--- src/rtl/height_actuator_motion_controller_assert.svh ---
// Assertion macros for the height actuator motion controller.
// Expects signals named clk and rst_n in the including module.
`ifndef HEIGHT_ACTUATOR_MOTION_CONTROLLER_ASSERT_SVH
`define HEIGHT_ACTUATOR_MOTION_CONTROLLER_ASSERT_SVH

// Same-cycle implication, checked outside reset.
`define HAMC_ASSERT_IMPLY(label, ante, cons, msg) \
    label: assert property (@(posedge clk) disable iff (!rst_n) (ante) |-> (cons)) \
        else $error(msg);

// Next-cycle implication, checked outside reset.
`define HAMC_ASSERT_NEXT(label, ante, cons, msg) \
    label: assert property (@(posedge clk) disable iff (!rst_n) (ante) |=> (cons)) \
        else $error(msg);

`endif

--- src/rtl/hamc_pkg.sv ---
// Types and constants shared by the height actuator motion controller.
// No dependencies; compile first after the assertion header.
package hamc_pkg;

    localparam int HEIGHT_W = 9;
    localparam int AGE_W    = 16;
    localparam int SLOT_W   = 8;
    localparam int TOL_W    = 8;
    localparam int MS_W     = 16;
    localparam int TIMER_W  = 17;
    localparam int DIST_W   = 13;   // 511 cm * 10 fits in 13 bits
    localparam int ADDR_W   = 5;
    localparam int DATA_W   = 32;

    localparam logic [3:0] MM_PER_CM = 4'd10;
    localparam logic [TIMER_W-1:0] TIMER_MAX = '1;

    typedef enum logic [1:0] {
        KIND_TICK  = 2'd0,
        KIND_SET   = 2'd1,
        KIND_STOP  = 2'd2,
        KIND_CLEAR = 2'd3
    } kind_t;

    typedef enum logic [2:0] {
        MODE_IDLE  = 3'd0,
        MODE_UP    = 3'd1,
        MODE_DOWN  = 3'd2,
        MODE_STAB  = 3'd3,
        MODE_ERROR = 3'd4
    } mode_t;

    typedef enum logic [1:0] {
        CAUSE_NONE    = 2'd0,
        CAUSE_SENSOR  = 2'd1,
        CAUSE_TIMEOUT = 2'd2,
        CAUSE_NOCAL   = 2'd3
    } cause_t;

    typedef enum logic [2:0] {
        REG_TOL     = 3'd0,
        REG_MIN     = 3'd1,
        REG_MAX     = 3'd2,
        REG_CAL     = 3'd3,
        REG_TIMEOUT = 3'd4,
        REG_STAB    = 3'd5,
        REG_STALE   = 3'd6
    } reg_idx_t;

    localparam logic [TOL_W-1:0]    TOL_RESET     = 8'd10;
    localparam logic [HEIGHT_W-1:0] MIN_RESET     = 9'd60;
    localparam logic [HEIGHT_W-1:0] MAX_RESET     = 9'd130;
    localparam logic [MS_W-1:0]     TIMEOUT_RESET = 16'd30000;
    localparam logic [MS_W-1:0]     STAB_RESET    = 16'd500;
    localparam logic [MS_W-1:0]     STALE_RESET   = 16'd500;

    typedef struct packed {
        logic [TOL_W-1:0]    tol_band_mm;
        logic [HEIGHT_W-1:0] min_height_cm;
        logic [HEIGHT_W-1:0] max_height_cm;
        logic                calibrated;
        logic [MS_W-1:0]     movement_timeout_ms;
        logic [MS_W-1:0]     stabilize_ms;
        logic [MS_W-1:0]     stale_limit_ms;
    } cfg_t;

    typedef struct packed {
        kind_t               kind;
        logic [HEIGHT_W-1:0] current_height_cm;
        logic                sensor_valid;
        logic [AGE_W-1:0]    reading_age_ms;
        logic [HEIGHT_W-1:0] request_cm;
        logic                from_preset;
        logic [SLOT_W-1:0]   slot_id;
    } item_t;

    typedef struct packed {
        mode_t               mode;
        logic [HEIGHT_W-1:0] goal_height;
        logic                goal_active;
        logic                goal_preset;
        logic [SLOT_W-1:0]   goal_slot;
        logic [TIMER_W-1:0]  move_elapsed;
        logic [TIMER_W-1:0]  settle_elapsed;
        cause_t              fault_cause;
    } state_t;

    typedef struct packed {
        mode_t             motion_state;
        logic              motor_up;
        logic              motor_down;
        logic              accepted;
        logic              target_active;
        cause_t            error_cause;
        logic              target_is_preset;
        logic [SLOT_W-1:0] target_slot;
    } result_t;

    localparam state_t STATE_RESET = '{
        mode:           MODE_IDLE,
        goal_height:    '0,
        goal_active:    1'b0,
        goal_preset:    1'b0,
        goal_slot:      '0,
        move_elapsed:   '0,
        settle_elapsed: '0,
        fault_cause:    CAUSE_NONE
    };

endpackage

--- src/rtl/hamc_if.sv ---
// Valid/ready channel interfaces for command items and status items.
// Depends on hamc_pkg for field widths.
interface hamc_cmd_if;
    import hamc_pkg::*;

    logic                valid;
    logic                ready;
    logic [1:0]          kind;
    logic [HEIGHT_W-1:0] current_height_cm;
    logic                sensor_valid;
    logic [AGE_W-1:0]    reading_age_ms;
    logic [HEIGHT_W-1:0] request_cm;
    logic                from_preset;
    logic [SLOT_W-1:0]   slot_id;

    modport source (
        output valid, kind, current_height_cm, sensor_valid, reading_age_ms,
               request_cm, from_preset, slot_id,
        input  ready
    );
    modport sink (
        input  valid, kind, current_height_cm, sensor_valid, reading_age_ms,
               request_cm, from_preset, slot_id,
        output ready
    );
endinterface

interface hamc_status_if;
    import hamc_pkg::*;

    logic              valid;
    logic              ready;
    logic [2:0]        motion_state;
    logic              motor_up;
    logic              motor_down;
    logic              accepted;
    logic              target_active;
    logic [1:0]        error_cause;
    logic              target_is_preset;
    logic [SLOT_W-1:0] target_slot;

    modport source (
        output valid, motion_state, motor_up, motor_down, accepted,
               target_active, error_cause, target_is_preset, target_slot,
        input  ready
    );
    modport sink (
        input  valid, motion_state, motor_up, motor_down, accepted,
               target_active, error_cause, target_is_preset, target_slot,
        output ready
    );
endinterface

--- src/rtl/hamc_cfg.sv ---
// APB-style configuration register file for the motion controller.
// Depends on hamc_pkg.
module hamc_cfg (
    input  logic                          clk,
    input  logic                          rst_n,
    input  logic                          psel,
    input  logic                          penable,
    input  logic                          pwrite,
    input  logic [hamc_pkg::ADDR_W-1:0]   paddr,
    input  logic [hamc_pkg::DATA_W-1:0]   pwdata,
    output logic [hamc_pkg::DATA_W-1:0]   prdata,
    output logic                          pready,
    output hamc_pkg::cfg_t                cfg
);
    import hamc_pkg::*;

    cfg_t     cfg_reg;
    reg_idx_t idx;
    logic     wr_en;

    assign idx    = reg_idx_t'(paddr[ADDR_W-1:2]);
    assign wr_en  = psel && penable && pwrite;
    assign pready = 1'b1;
    assign cfg    = cfg_reg;

    always_ff @(posedge clk or negedge rst_n)
    begin
        if (!rst_n)
        begin
            cfg_reg.tol_band_mm         <= TOL_RESET;
            cfg_reg.min_height_cm       <= MIN_RESET;
            cfg_reg.max_height_cm       <= MAX_RESET;
            cfg_reg.calibrated          <= 1'b0;
            cfg_reg.movement_timeout_ms <= TIMEOUT_RESET;
            cfg_reg.stabilize_ms        <= STAB_RESET;
            cfg_reg.stale_limit_ms      <= STALE_RESET;
        end
        else if (wr_en)
        begin
            case (idx)
                REG_TOL:     cfg_reg.tol_band_mm         <= pwdata[TOL_W-1:0];
                REG_MIN:     cfg_reg.min_height_cm       <= pwdata[HEIGHT_W-1:0];
                REG_MAX:     cfg_reg.max_height_cm       <= pwdata[HEIGHT_W-1:0];
                REG_CAL:     cfg_reg.calibrated          <= pwdata[0];
                REG_TIMEOUT: cfg_reg.movement_timeout_ms <= pwdata[MS_W-1:0];
                REG_STAB:    cfg_reg.stabilize_ms        <= pwdata[MS_W-1:0];
                REG_STALE:   cfg_reg.stale_limit_ms      <= pwdata[MS_W-1:0];
                default:
                begin
                end
            endcase
        end
    end

    always_comb
    begin
        case (idx)
            REG_TOL:     prdata = DATA_W'(cfg_reg.tol_band_mm);
            REG_MIN:     prdata = DATA_W'(cfg_reg.min_height_cm);
            REG_MAX:     prdata = DATA_W'(cfg_reg.max_height_cm);
            REG_CAL:     prdata = DATA_W'(cfg_reg.calibrated);
            REG_TIMEOUT: prdata = DATA_W'(cfg_reg.movement_timeout_ms);
            REG_STAB:    prdata = DATA_W'(cfg_reg.stabilize_ms);
            REG_STALE:   prdata = DATA_W'(cfg_reg.stale_limit_ms);
            default:     prdata = '0;
        endcase
    end

endmodule

--- src/rtl/hamc_step.sv ---
// Next-state and result logic for one command item.
// Depends on hamc_pkg.
module hamc_step (
    input  hamc_pkg::cfg_t    cfg,
    input  hamc_pkg::state_t  state,
    input  hamc_pkg::item_t   item,
    output hamc_pkg::state_t  state_next,
    output hamc_pkg::result_t result
);
    import hamc_pkg::*;

    logic [HEIGHT_W-1:0] ref_h;
    logic [HEIGHT_W-1:0] diff;
    logic [DIST_W-1:0]   dist_mm;
    logic                near;
    logic                above;
    mode_t               dir;
    logic                moving;
    logic                sensor_ok;
    logic                within_goal;
    logic                out_of_range;
    logic [TIMER_W-1:0]  move_inc;
    logic [TIMER_W-1:0]  settle_inc;
    logic                acc;

    // Set-target items measure against the requested height, all others
    // against the recorded goal.
    assign ref_h   = (item.kind == KIND_SET) ? item.request_cm : state.goal_height;
    assign above   = ref_h > item.current_height_cm;
    assign diff    = above ? (ref_h - item.current_height_cm)
                           : (item.current_height_cm - ref_h);
    assign dist_mm = DIST_W'(diff) * DIST_W'(MM_PER_CM);
    assign near    = dist_mm <= DIST_W'(cfg.tol_band_mm);
    assign dir     = above ? MODE_UP : MODE_DOWN;

    assign moving      = (state.mode == MODE_UP) || (state.mode == MODE_DOWN);
    assign sensor_ok   = item.sensor_valid || (item.reading_age_ms < cfg.stale_limit_ms);
    assign within_goal = state.goal_active && near;
    assign out_of_range = (item.request_cm < cfg.min_height_cm) ||
                          (item.request_cm > cfg.max_height_cm);

    assign move_inc   = (state.move_elapsed == TIMER_MAX) ? state.move_elapsed
                                                          : state.move_elapsed + 1'b1;
    assign settle_inc = (state.settle_elapsed == TIMER_MAX) ? state.settle_elapsed
                                                            : state.settle_elapsed + 1'b1;

    always_comb
    begin
        state_next = state;
        acc        = 1'b0;
        case (item.kind)
            KIND_TICK:
            begin
                state_next.move_elapsed   = move_inc;
                state_next.settle_elapsed = settle_inc;
                if (moving && !sensor_ok)
                begin
                    state_next.mode        = MODE_ERROR;
                    state_next.fault_cause = CAUSE_SENSOR;
                end
                else if (moving && (move_inc > TIMER_W'(cfg.movement_timeout_ms)))
                begin
                    state_next.mode        = MODE_ERROR;
                    state_next.fault_cause = CAUSE_TIMEOUT;
                end
                else
                begin
                    case (state.mode)
                        MODE_IDLE:
                        begin
                            if (state.goal_active && !near)
                            begin
                                state_next.move_elapsed = '0;
                                state_next.mode         = dir;
                            end
                        end
                        MODE_UP, MODE_DOWN:
                        begin
                            if (within_goal)
                            begin
                                state_next.mode           = MODE_STAB;
                                state_next.settle_elapsed = '0;
                            end
                            else if (state.goal_active)
                            begin
                                state_next.mode = dir;
                            end
                        end
                        MODE_STAB:
                        begin
                            if (!within_goal)
                            begin
                                // movement timer keeps running on resume
                                if (state.goal_active)
                                begin
                                    state_next.mode = dir;
                                end
                            end
                            else if (settle_inc >= TIMER_W'(cfg.stabilize_ms))
                            begin
                                state_next.goal_active = 1'b0;
                                state_next.mode        = MODE_IDLE;
                            end
                        end
                        default:
                        begin
                        end
                    endcase
                end
            end
            KIND_SET:
            begin
                if (out_of_range)
                begin
                end
                else if (!cfg.calibrated)
                begin
                    state_next.fault_cause = CAUSE_NOCAL;
                end
                else if (state.mode != MODE_ERROR)
                begin
                    acc                    = 1'b1;
                    state_next.goal_height = item.request_cm;
                    state_next.goal_preset = item.from_preset;
                    state_next.goal_slot   = item.from_preset ? item.slot_id : '0;
                    if (near)
                    begin
                        state_next.goal_active = 1'b0;
                    end
                    else
                    begin
                        state_next.goal_active  = 1'b1;
                        state_next.move_elapsed = '0;
                        state_next.mode         = dir;
                    end
                end
            end
            KIND_STOP:
            begin
                state_next.goal_active = 1'b0;
                state_next.mode        = MODE_IDLE;
            end
            KIND_CLEAR:
            begin
                if (state.mode == MODE_ERROR)
                begin
                    state_next.goal_active = 1'b0;
                    state_next.fault_cause = CAUSE_NONE;
                    state_next.mode        = MODE_IDLE;
                end
            end
            default:
            begin
            end
        endcase
    end

    always_comb
    begin
        result.motion_state     = state_next.mode;
        result.motor_up         = state_next.mode == MODE_UP;
        result.motor_down       = state_next.mode == MODE_DOWN;
        result.accepted         = acc;
        result.target_active    = state_next.goal_active;
        result.error_cause      = state_next.fault_cause;
        result.target_is_preset = state_next.goal_preset;
        result.target_slot      = state_next.goal_slot;
    end

endmodule

--- src/rtl/height_actuator_motion_controller.sv ---
// Top level of the height actuator motion controller: channel registers,
// controller state and configuration. Depends on hamc_pkg, hamc_if,
// hamc_cfg, hamc_step and the assertion header.

// The controller takes one command item per clock on cmd (a 1 ms tick with
// the sensor reading, a set-target request, an emergency stop or a clear
// error) while status is drained, and returns exactly one status item per
// command on status, in order. A command waits in the input register and
// moves to the status register when that register is free or being
// drained, and its status item is then offered on status. The
// combinational next-state logic in hamc_step sets the rate of one item
// per clock. With the status sink stalled, the input register takes at
// most one more item and then cmd.ready stays low until the waiting status
// item is taken. Motor outputs are decoded from the state, so up and down
// are never on together.
// Millisecond timers advance only on tick items and saturate at 131071.
// Configuration registers sit on the APB port at byte address 4*i and are
// meant to be written while no command is in flight; there is no start-up
// clearing pass.
module height_actuator_motion_controller (
    input  logic                          clk,
    input  logic                          rst_n,
    hamc_cmd_if.sink                      cmd,
    hamc_status_if.source                 status,
    input  logic                          psel,
    input  logic                          penable,
    input  logic                          pwrite,
    input  logic [hamc_pkg::ADDR_W-1:0]   paddr,
    input  logic [hamc_pkg::DATA_W-1:0]   pwdata,
    output logic [hamc_pkg::DATA_W-1:0]   prdata,
    output logic                          pready
);
    import hamc_pkg::*;

    `include "height_actuator_motion_controller_assert.svh"

    cfg_t    cfg;
    item_t   item_reg;
    logic    in_vld_reg;
    state_t  state_reg;
    state_t  state_next;
    result_t result_reg;
    result_t result_next;
    logic    out_vld_reg;
    logic    advance;

    hamc_cfg u_cfg (
        .clk     (clk),
        .rst_n   (rst_n),
        .psel    (psel),
        .penable (penable),
        .pwrite  (pwrite),
        .paddr   (paddr),
        .pwdata  (pwdata),
        .prdata  (prdata),
        .pready  (pready),
        .cfg     (cfg)
    );

    hamc_step u_step (
        .cfg        (cfg),
        .state      (state_reg),
        .item       (item_reg),
        .state_next (state_next),
        .result     (result_next)
    );

    // An item moves from the input register to the status register when
    // the status register is empty or being drained this cycle.
    assign advance   = in_vld_reg && (!out_vld_reg || status.ready);
    assign cmd.ready = !in_vld_reg || advance;

    always_ff @(posedge clk or negedge rst_n)
    begin
        if (!rst_n)
        begin
            in_vld_reg <= 1'b0;
        end
        else if (cmd.ready)
        begin
            in_vld_reg <= cmd.valid;
        end
    end

    // payload only, no reset
    always_ff @(posedge clk)
    begin
        if (cmd.ready && cmd.valid)
        begin
            item_reg.kind              <= kind_t'(cmd.kind);
            item_reg.current_height_cm <= cmd.current_height_cm;
            item_reg.sensor_valid      <= cmd.sensor_valid;
            item_reg.reading_age_ms    <= cmd.reading_age_ms;
            item_reg.request_cm        <= cmd.request_cm;
            item_reg.from_preset       <= cmd.from_preset;
            item_reg.slot_id           <= cmd.slot_id;
        end
    end

    // controller state commits together with the status item
    always_ff @(posedge clk or negedge rst_n)
    begin
        if (!rst_n)
        begin
            state_reg <= STATE_RESET;
        end
        else if (advance)
        begin
            state_reg <= state_next;
        end
    end

    always_ff @(posedge clk or negedge rst_n)
    begin
        if (!rst_n)
        begin
            out_vld_reg <= 1'b0;
        end
        else if (advance)
        begin
            out_vld_reg <= 1'b1;
        end
        else if (status.ready)
        begin
            out_vld_reg <= 1'b0;
        end
    end

    always_ff @(posedge clk)
    begin
        if (advance)
        begin
            result_reg <= result_next;
        end
    end

    assign status.valid            = out_vld_reg;
    assign status.motion_state     = result_reg.motion_state;
    assign status.motor_up         = result_reg.motor_up;
    assign status.motor_down       = result_reg.motor_down;
    assign status.accepted         = result_reg.accepted;
    assign status.target_active    = result_reg.target_active;
    assign status.error_cause      = result_reg.error_cause;
    assign status.target_is_preset = result_reg.target_is_preset;
    assign status.target_slot      = result_reg.target_slot;

    // Error is only ever entered with a cause recorded, and clear drops both.
    `HAMC_ASSERT_IMPLY(a_error_has_cause, state_reg.mode == MODE_ERROR,
        state_reg.fault_cause != CAUSE_NONE, "error state without a cause")
    // Manual targets record slot zero.
    `HAMC_ASSERT_IMPLY(a_manual_slot_zero, !state_reg.goal_preset,
        state_reg.goal_slot == '0, "manual target with nonzero slot")
    // A target is never accepted while in error.
    `HAMC_ASSERT_IMPLY(a_accept_not_error, out_vld_reg && result_reg.accepted,
        result_reg.motion_state != MODE_ERROR, "target accepted in error")
    // Every item that leaves the input register lands in the status register.
    `HAMC_ASSERT_NEXT(a_advance_fills, advance, out_vld_reg, "advanced item lost")

endmodule
--- src/flat_wrapper.sv ---
// flat-port wrapper written by rule: the top's interface ports become plain ports
module height_actuator_motion_controller_flat import hamc_pkg::*;
  (clk, rst_n, psel, penable, pwrite, paddr, pwdata, prdata, pready, cmd_valid, cmd_kind, cmd_current_height_cm, cmd_sensor_valid, cmd_reading_age_ms, cmd_request_cm, cmd_from_preset, cmd_slot_id, cmd_ready, status_valid, status_motion_state, status_motor_up, status_motor_down, status_accepted, status_target_active, status_error_cause, status_target_is_preset, status_target_slot, status_ready);
  hamc_cmd_if cmd_i ();
  hamc_status_if status_i ();
  input  logic clk;
  input  logic rst_n;
  input  logic psel;
  input  logic penable;
  input  logic pwrite;
  input  logic [hamc_pkg::ADDR_W-1:0] paddr;
  input  logic [hamc_pkg::DATA_W-1:0] pwdata;
  output logic [hamc_pkg::DATA_W-1:0] prdata;
  output logic pready;
  input wire logic [$bits(cmd_i.valid)-1:0] cmd_valid;
  input wire logic [$bits(cmd_i.kind)-1:0] cmd_kind;
  input wire logic [$bits(cmd_i.current_height_cm)-1:0] cmd_current_height_cm;
  input wire logic [$bits(cmd_i.sensor_valid)-1:0] cmd_sensor_valid;
  input wire logic [$bits(cmd_i.reading_age_ms)-1:0] cmd_reading_age_ms;
  input wire logic [$bits(cmd_i.request_cm)-1:0] cmd_request_cm;
  input wire logic [$bits(cmd_i.from_preset)-1:0] cmd_from_preset;
  input wire logic [$bits(cmd_i.slot_id)-1:0] cmd_slot_id;
  output wire logic [$bits(cmd_i.ready)-1:0] cmd_ready;
  output wire logic [$bits(status_i.valid)-1:0] status_valid;
  output wire logic [$bits(status_i.motion_state)-1:0] status_motion_state;
  output wire logic [$bits(status_i.motor_up)-1:0] status_motor_up;
  output wire logic [$bits(status_i.motor_down)-1:0] status_motor_down;
  output wire logic [$bits(status_i.accepted)-1:0] status_accepted;
  output wire logic [$bits(status_i.target_active)-1:0] status_target_active;
  output wire logic [$bits(status_i.error_cause)-1:0] status_error_cause;
  output wire logic [$bits(status_i.target_is_preset)-1:0] status_target_is_preset;
  output wire logic [$bits(status_i.target_slot)-1:0] status_target_slot;
  input wire logic [$bits(status_i.ready)-1:0] status_ready;
  assign cmd_i.valid = cmd_valid;
  assign cmd_i.kind = cmd_kind;
  assign cmd_i.current_height_cm = cmd_current_height_cm;
  assign cmd_i.sensor_valid = cmd_sensor_valid;
  assign cmd_i.reading_age_ms = cmd_reading_age_ms;
  assign cmd_i.request_cm = cmd_request_cm;
  assign cmd_i.from_preset = cmd_from_preset;
  assign cmd_i.slot_id = cmd_slot_id;
  assign cmd_ready = cmd_i.ready;
  assign status_valid = status_i.valid;
  assign status_motion_state = status_i.motion_state;
  assign status_motor_up = status_i.motor_up;
  assign status_motor_down = status_i.motor_down;
  assign status_accepted = status_i.accepted;
  assign status_target_active = status_i.target_active;
  assign status_error_cause = status_i.error_cause;
  assign status_target_is_preset = status_i.target_is_preset;
  assign status_target_slot = status_i.target_slot;
  assign status_i.ready = status_ready;
  height_actuator_motion_controller u_core (.clk(clk), .rst_n(rst_n), .cmd(cmd_i), .status(status_i), .psel(psel), .penable(penable), .pwrite(pwrite), .paddr(paddr), .pwdata(pwdata), .prdata(prdata), .pready(pready));
endmodule
--- config.mk ---
export PLATFORM = sky130hd
export DESIGN_NAME = height_actuator_motion_controller_flat
export DESIGN_NICKNAME = d
export VERILOG_FILES = /design/src/rtl/hamc_pkg.sv /design/src/rtl/hamc_if.sv /design/src/rtl/hamc_cfg.sv /design/src/rtl/hamc_step.sv /design/src/rtl/height_actuator_motion_controller.sv /design/src/flat_wrapper.sv
export VERILOG_INCLUDE_DIRS = /design/src /design/src/rtl
export SDC_FILE = /design/constraint.sdc
export NUM_CORES = 1
export LEC_CHECK = 0
export ABC_AREA = 1
export BUFFER_PORTS_ARGS = -buffer_cell sky130_fd_sc_hd__buf_2
export CAP_MARGIN = 20
export CORE_MARGIN = 3
export CORE_UTILIZATION = 48
export CTS_BUF_LIST = sky130_fd_sc_hd__clkbuf_16
export DETAILED_ROUTE_END_ITERATION = 8
export GPL_ROUTABILITY_DRIVEN = 1
export GPL_TIMING_DRIVEN = 1
export MAX_ROUTING_LAYER = met4
export PLACE_DENSITY = 0.7
export SYNTH_ARGS = -nofsm -noshare
export SYNTH_HDL_FRONTEND = slang
export SYNTH_HIERARCHICAL = 1
export SYNTH_SLANG_ARGS = --single-unit
--- constraint.sdc ---
create_clock -name clk -period 8 [get_ports clk]
set_input_delay 2 -clock clk [delete_from_list [all_inputs] [get_ports clk]]
set_output_delay 2 -clock clk [all_outputs]
set_load 0.03 [all_outputs]
==> parameters.txt, run 1 <==
Parameter                              Value

Clock network
  Post-CTS setup buffer count ... 0
  Buffer levels on the longest clock path ... 2
  Total clock sinks ... 199
  CTS clock-pin slew for the worst setup and hold paths ... 0.08 ns
  CTS resizes ... 0
  Clock tree from TritonCTS ... yes
  CTS hold repair buffers ... 0
  Buffer cell driving the clock tree root ... clkbuf_16
  CTS Buf Count ... 17
  Clock latency on the worst-skew pair ... 0.45 ns
  Number of H-tree levels ... 4

STA
  Fmax ... 0.1575 GHz
  Worst clock skew ... 0.01476 ns
  Unrepaired setup endpoints after global routing ... false
  Final number of max-transition violations ... 0
  Share of the cycle needed by the critical path after routing ... 79.38%
  Worst Hold Slack ... 0.4744 ns
  Final critical path time including I/O delays and setup ... 6.351 ns
  Slew at the pin closest to its max-slew limit ... 1.054 ns
  Endpoints failing setup ... 0
  Total count of hold-check failures in the final report ... 0
  Slew margin rel. ... 29.70%
  Post-Route Setup TNS ... 0 ns

Synthesis
  Cell taking the most area after synthesis ... dfrtp_1
  Post-Syn Area ... 13,640 sq um
  Flip-flop and latch count after synthesis ... 199
  Asr flop ratio synth ... 67.84%
  Top area cells in the synthesized netlist ... dfrtp_1, edfxtp_1, nand2_1
  Mean instance size in the synthesized netlist ... 7.755 sq um
  Cell variety after synth ... 59
  Share of synthesized area occupied by flip-flops and latches ... 39.10%
  Fraction of synthesized cell area taken by the top area cell type ... 19.81%
  Post-synth EDFFs ... 64
  Most frequently used flop master after synthesis ... dfrtp_1
  Synth warn ... 6
  Post-Syn Instances ... 1,759

Critical path
  Slowest stage cell, crit path ... edfxtp_1
  CP endpoint kind ... register
  Arrival time of the worst setup path ... 6.70 ns
  FF-to-FF setup slack ... 1.65 ns
  Category of the most critical setup path ... register to register
  Kind of launch point of the worst setup path ... register
  Critical path data required time ... 8.34 ns
  Crit-path max FO ... 20
  Most frequent CP cell ... nand2_1
  Slowest Stage Delay on Critical Path ... 0.52 ns

Global route
  Initial antenna violation count ... 1
  First-pass GRT wire length ... 54.57 mm
  Overall fraction of global-route tracks in use ... 22.58%
  Maximum number of pins on one net before global-route repair ... 82
  Number of global-route vias before repair ... 10,920
  Total gr overflow ... 0

Layout
  Final Net Count ... 2,010
  Share of post-route cells with drive strength above 1 ... 12.83%
  Core occupancy in the finished layout ... 52.83%
  Largest register FFs ... 75
  Layout overhead on the synthesized area ... 8.181%
  Final Instance Area ... 14,760 sq um
  Filler cell count in the final layout ... 2,653

Route
  Overall via count from detail_route ... 11,590
  Drt wl/cell ... 15.21 um
  Final antenna-violating net count ... 0
  Iteration-0 DRC Markers ... 876
  DR vias/cell ... 5.260
  DR DRC count ... 0
  Number of search-and-repair iterations in the first detailed-routing pass ... 5
  Detailed Route WL ... 33.51 mm

Floorplanning
  Die width ... 174.6 um
  Initial cell density of the core ... 48.84%
  Rows ... 61
  Core Area ... 27,930 sq um
  # IOs ... 143
  Die span in y ... 174.6 um
  Die area ... 30,480 sq um

Flow run
  Max-capacitance violation count ... 0

Power and ir drop
  Static leakage ... 7.389 nW
  Max VDD drop ... 224.3 uV
  Total power per unit cell area ... 297.1 nW/um^2

Min path
  Worst min-delay path category ... register to register

Placement
  Final weighted congestion in routability-driven placement ... 0.8834
  Number of I/O port buffers ... 107
  Detailed placer's ending HPWL ... 24.16 mm
  Total cell area at the placement stage ... 14,130 sq um

Outcome
  Status ... finished clean
## cell families after synthesis
family	after synthesis	share of synthesized area (%)
XOR/XNOR	32	2.054
AO/OA/AOI/OAI	215	8.585
multiplexers	3	0.2201
adder cells (fa/ha/maj)	109	10.16
other	2	0.05505
AND/OR/NAND/NOR	856	28.36
buffers and inverters	343	11.46
flip-flops	199	39.10
## cells in the mapped netlist, drive strengths merged, types with 3 or more instances
cell      n
a211oi    3
fa        3
nand2   509
clkbuf   18
mux2i     3
nand3   189
o211ai    9
a31oi     3
edfxtp   64
nor3     16
xnor2     4
a21oi    54
dfrtp   108
nand3b    3
nand4    39
o21ai   135
nor2     91
ha      106
buf      77
xor2     28
inv     246
nor4      5
dfstp    27
## placed cells by master (no fill, tap or decap), types with 4 or more instances in the layout
cell,synthesis,final
nand2_1,498,498
inv_1,235,234
nand3_1,179,179
dfrtp_1,108,107
buf_2,27,106
ha_1,106,106
o21ai_0,104,104
nor2_1,74,73
edfxtp_1,64,64
a21oi_1,53,53
nand4_1,38,38
xor2_1,28,28
dfstp_2,27,27
o21ai_1,26,26
clkbuf_16,0,17
conb_1,2,17
nor3_1,14,14
inv_2,9,10
nor2_2,9,10
o211ai_1,9,9
nand2_2,8,8
nand3_2,8,8
clkinv_4,0,5
buf_4,37,5
nor2_4,5,5
o21ai_2,4,4
xnor2_1,4,4
nor4_1,4,4
## final timing paths
check / start / endpoint / cells after the start
setup / recovery: u_core/item_reg[45]$_DFFE_PP_ / u_core/state_reg[17]$_DFFE_PN0P_ / 32
hold reg to reg: u_core/state_reg[43]$_DFFE_PN0P_ / u_core/state_reg[43]$_DFFE_PN0P_ / 2
max in group asynchronous: rst_n / u_core/u_cfg/cfg[56]$_DFFE_PN1P_ / 3
setup reg to reg: u_core/item_reg[45]$_DFFE_PP_ / u_core/state_reg[17]$_DFFE_PN0P_ / 32
hold / removal: u_core/state_reg[43]$_DFFE_PN0P_ / u_core/state_reg[43]$_DFFE_PN0P_ / 2
min in group asynchronous: rst_n / u_core/state_reg[14]$_DFFE_PN0P_ / 1
## worst max-delay path: cells and delay by family (launching register included)
kind                     cells  cell delay [ns]
AO/OA/AOI/OAI                4             0.96
XOR/XNOR                     2             0.35
adder cells (fa/ha/maj)      4             1.34
buffers and inverters        5             0.79
flip-flops                   1             0.52
multiplexers                 1             0.21
AND/OR/NAND/NOR             16             2.07
## per-stage QoR
stage          total power [mW]  worst slack, ns  std cells
2_1_floorplan             3.068            2.718       1774
3_3_place_gp              3.425            1.780       2169
3_5_place_dp              3.489            1.702       2169
4_1_cts                   4.390            1.669       2201
5_1_grt                   4.780            1.013       2203
6_report                  4.384            1.649       2203
## cell type report
type                       count  area, sq um  area share (%)
multi-input combinational   1232         6803           46.10
sequential                   199         5335           36.15
inverter                     248        939.7           6.367
timing repair buffer         113        606.8           4.112
tap                          378        473.0           3.205
clock buffer                  17        425.4           2.883
clock inverter                15        172.7           1.170
antenna                        1        2.502         0.01696
## per-layer routing
layer  GRT usage (%)  share of wire, %
met3           4.281               5.8
met5               -                 0
met4           7.015               2.5
met1           30.27                46
met2           35.00                46
## power by group
| part | internal (mW) | total (mW) | switching, mW |
|---|---|---|---|
| registers | 1.25 | 1.39 | 0.139 |
| logic | 0.763 | 2.12 | 1.36 |
| clock network | 0.444 | 0.874 | 0.430 |
| total | 2.45 | 4.38 | 1.93 |
Note: power is estimated with default switching activity, not from simulation.
==> run 2, diff against run 1 <==
--- a/config.mk
+++ b/config.mk
@@ -16,7 +16,7 @@
 export GPL_ROUTABILITY_DRIVEN = 1
 export GPL_TIMING_DRIVEN = 1
 export MAX_ROUTING_LAYER = met4
-export PLACE_DENSITY = 0.7
+export PLACE_DENSITY = 0.73
 export SYNTH_ARGS = -nofsm -noshare
 export SYNTH_HDL_FRONTEND = slang
 export SYNTH_HIERARCHICAL = 1
==> constraint.sdc (replaced) <==
create_clock -name clk -period 5.3 [get_ports clk]
set_input_delay 1.325 -clock clk [delete_from_list [all_inputs] [get_ports clk]]
set_output_delay 1.325 -clock clk [all_outputs]
set_load 0.03 [all_outputs]
==> run 2 against run 1 <==
Wire length up 4.2%. Hold slack worse by 0.0011 ns. Critical path depth increased by 7. Non-clock buffer count grew 80. Die area unchanged. Critical endpoint is now u_core/state_reg[27]$_DFFE_PN0P_.
==> parameters.txt, run 2 (synthesized netlist as in run 1, its figures left out) <==
Parameter                              Value

Critical path
  CP endpoint kind ... register
  Arrival time of the worst setup path ... 5.65 ns (-1.05 ns)
  Critical path data required time ... 5.68 ns (-2.66 ns)
  Kind of launch point of the worst setup path ... register
  Crit-path max FO ... 8 (-60%)
  Top cell family by delay on the critical path ... simple AND/OR/NAND/NOR gates
  Buf+Inv Stages, Crit Path ... 9 (+4)
  Slowest stage cell, crit path ... edfxtp_1
  Slowest Stage Delay on Critical Path ... 0.40 ns (-0.12 ns)
  Most frequent CP cell ... nand2_1
  Category of the most critical setup path ... register to register

Route
  Iteration-0 DRC Markers ... 976 (+11%)
  DR vias/cell ... 5.264 (about the same)
  DR DRC count ... 0 (unchanged)
  Overall via count from detail_route ... 12,020 (+3.7%)
  Final antenna-violating net count ... 0 (unchanged)
  Drt wl/cell ... 15.29 um (+0.53%)
  Number of search-and-repair iterations in the first detailed-routing pass ... 5 (unchanged)
  Detailed Route WL ... 34.91 mm (+4.2%)

Layout
  Layout overhead on the synthesized area ... 15.50%
  Most used cells in the layout excluding fill and tap cells ... nand2_1, inv_1, nand3_1
  Filler cell count in the final layout ... 2,521 (-5.0%)
  Share of post-route cells with drive strength above 1 ... 19.38% (+6.6 points)
  Multi-input combinational cell area ... 7109 sq um (+4.5%)
  Most common library cell in the layout ignoring fill and taps ... nand2_1
  Final Net Count ... 2,090 (+4.0%)
  Largest register FFs ... 75 (unchanged)
  Core occupancy in the finished layout ... 56.41% (+3.6 points)
  Reg area ... 5335 sq um (unchanged)

Min path
  Worst min-delay path category ... register to register

STA
  Share of the cycle needed by the critical path after routing ... 99.56% (+20 points)
  Slew at the pin closest to its max-slew limit ... 1.062 ns (+0.007663 ns)
  Unrepaired setup endpoints after global routing ... true
  Fmax ... 0.1895 GHz (+20%)
  Slew margin rel. ... 29.19% (-0.51 points)
  Worst clock skew ... 0.01553 ns (+0.0007681 ns)
  Final critical path time including I/O delays and setup ... 5.277 ns (-1.074 ns)
  Total count of hold-check failures in the final report ... 0 (unchanged)
  Post-Route Setup TNS ... 0 ns (unchanged)
  Final number of max-transition violations ... 0 (unchanged)
  Endpoints failing setup ... 0 (unchanged)

Power and ir drop
  Max VDD drop ... 355.7 uV (+59%)
  Static leakage ... 7.882 nW (+6.7%)
  Total power per unit cell area ... 484.4 nW/um^2 (+63%)

Placement
  Detailed placer's ending HPWL ... 24.65 mm (+2.0%)
  Final weighted congestion in routability-driven placement ... 0.9177 (+3.9%)
  Number of I/O port buffers ... 107 (unchanged)

Clock network
  CTS clock-pin slew for the worst setup and hold paths ... 0.07 ns (about the same)
  Clock tree from TritonCTS ... yes
  Total clock sinks ... 199 (unchanged)
  Number of H-tree levels ... 4 (unchanged)
  Buffer levels on the longest clock path ... 2 (unchanged)
  Buffer cell driving the clock tree root ... clkbuf_16
  Clock latency on the worst-skew pair ... 0.45 ns (about the same)
  CTS Buf Count ... 17 (unchanged)

Floorplanning
  Die width ... 174.6 um (unchanged)
  Rows ... 61 (unchanged)
  # IOs ... 143 (unchanged)
  Die area ... 30,480 sq um (unchanged)
  Die span in y ... 174.6 um (unchanged)
  Initial cell density of the core ... 48.84% (unchanged)
  Core Area ... 27,930 sq um (unchanged)

Outcome
  Status ... finished clean

Global route
  Number of global-route vias before repair ... 11,300 (+3.4%)
  Overall fraction of global-route tracks in use ... 23.04% (+0.47 points)
  Maximum number of pins on one net before global-route repair ... 77 (-6.1%)
  Initial antenna violation count ... 1 (unchanged)
  First-pass GRT wire length ... 55.66 mm (+2.0%)
  Total gr overflow ... 0 (unchanged)

Flow run
  Max-capacitance violation count ... 0 (unchanged)
[run 2: changes by cell type in the layout (fill, tap and decap cells not counted), sizes merged]
cell    change
clkbuf      +5
inv         +4
buf        +77
clkinv      -6
[run 2: worst register-to-register path: cells and delay by family, from the launching register on]
family	cells	cell delay, ns
buf+inv	9	0.94
flops	1	0.40
fa+ha+maj	5	1.48
compound gates	5	0.52
simple gates	18	1.58
xor+xnor	2	0.29
[run 2: what timing repair did]
| item | 4_1_cts | 5_1_grt |
|---|---|---|
| gates resized for setup | 30 | 65 |
| endpoints found under the setup margin | 44 | 44 |
| hold buffers | 0 | 0 |
| pin swaps | 14 | 47 |
| cloned | 1 | 2 |
| buffers inserted | 3 | 9 |
[run 2: layout make-up]
class | count | share of cell area, %
clock buffers | 19 | 3.018
diodes | 1 | 0.01588
flip-flops and latches | 199 | 33.86
multi-input cells | 1232 | 45.12
repair buffers | 193 | 8.330
inverters | 248 | 5.964
clock inverters | 13 | 0.6909
well taps | 378 | 3.002
[run 2: report_power, final]
| part | switching (mW) | internal (mW) |
|---|---|---|
| sequential | 0.209 | 1.88 |
| combinational | 2.38 | 1.88 |
| clock | 0.584 | 0.701 |
[run 2: worst paths after layout]
kind	from	to	slack, ns	cells past startpoint
max	u_core/item_reg[45]$_DFFE_PP_	u_core/state_reg[27]$_DFFE_PN0P_	0.02	39
max in group asynchronous	rst_n	u_core/u_cfg/cfg[56]$_DFFE_PN1P_	3.42	2
min reg2reg	u_core/state_reg[44]$_DFFE_PN0P_	u_core/state_reg[44]$_DFFE_PN0P_	0.47	2
min	u_core/state_reg[44]$_DFFE_PN0P_	u_core/state_reg[44]$_DFFE_PN0P_	0.47	2
max reg2reg	u_core/item_reg[45]$_DFFE_PP_	u_core/state_reg[27]$_DFFE_PN0P_	0.02	39
min in group asynchronous	rst_n	u_core/state_reg[11]$_DFFE_PN0P_	0.91	1
[run 2: stage by stage]
step | power [mW] | instance area [sq um] | hold WS [ns] | setup slack (ns) | std cells
after CTS | 7.368 | 15390 | 0.4755 | -0.01269 | 2271
after global routing | 8.288 | 15760 | 0.5028 | -0.3193 | 2283
after floorplan | 4.631 | 13700 | 0.4400 | 0.01751 | 1774
after detailed placement | 5.832 | 14650 | 0.4583 | -0.3354 | 2235
final | 7.633 | 15760 | 0.4733 | 0.02311 | 2283
after global placement | 5.709 | 14650 | 0.4531 | -0.2175 | 2235
[run 2: metal layers]
layer	global-route usage, %	vias up	wire [um]
met5	-	-	0
met4	6.782	0	759
met3	3.520	52	2175
met2	37.27	414	16560
met1	30.28	5591	15410
li1	-	5961	-
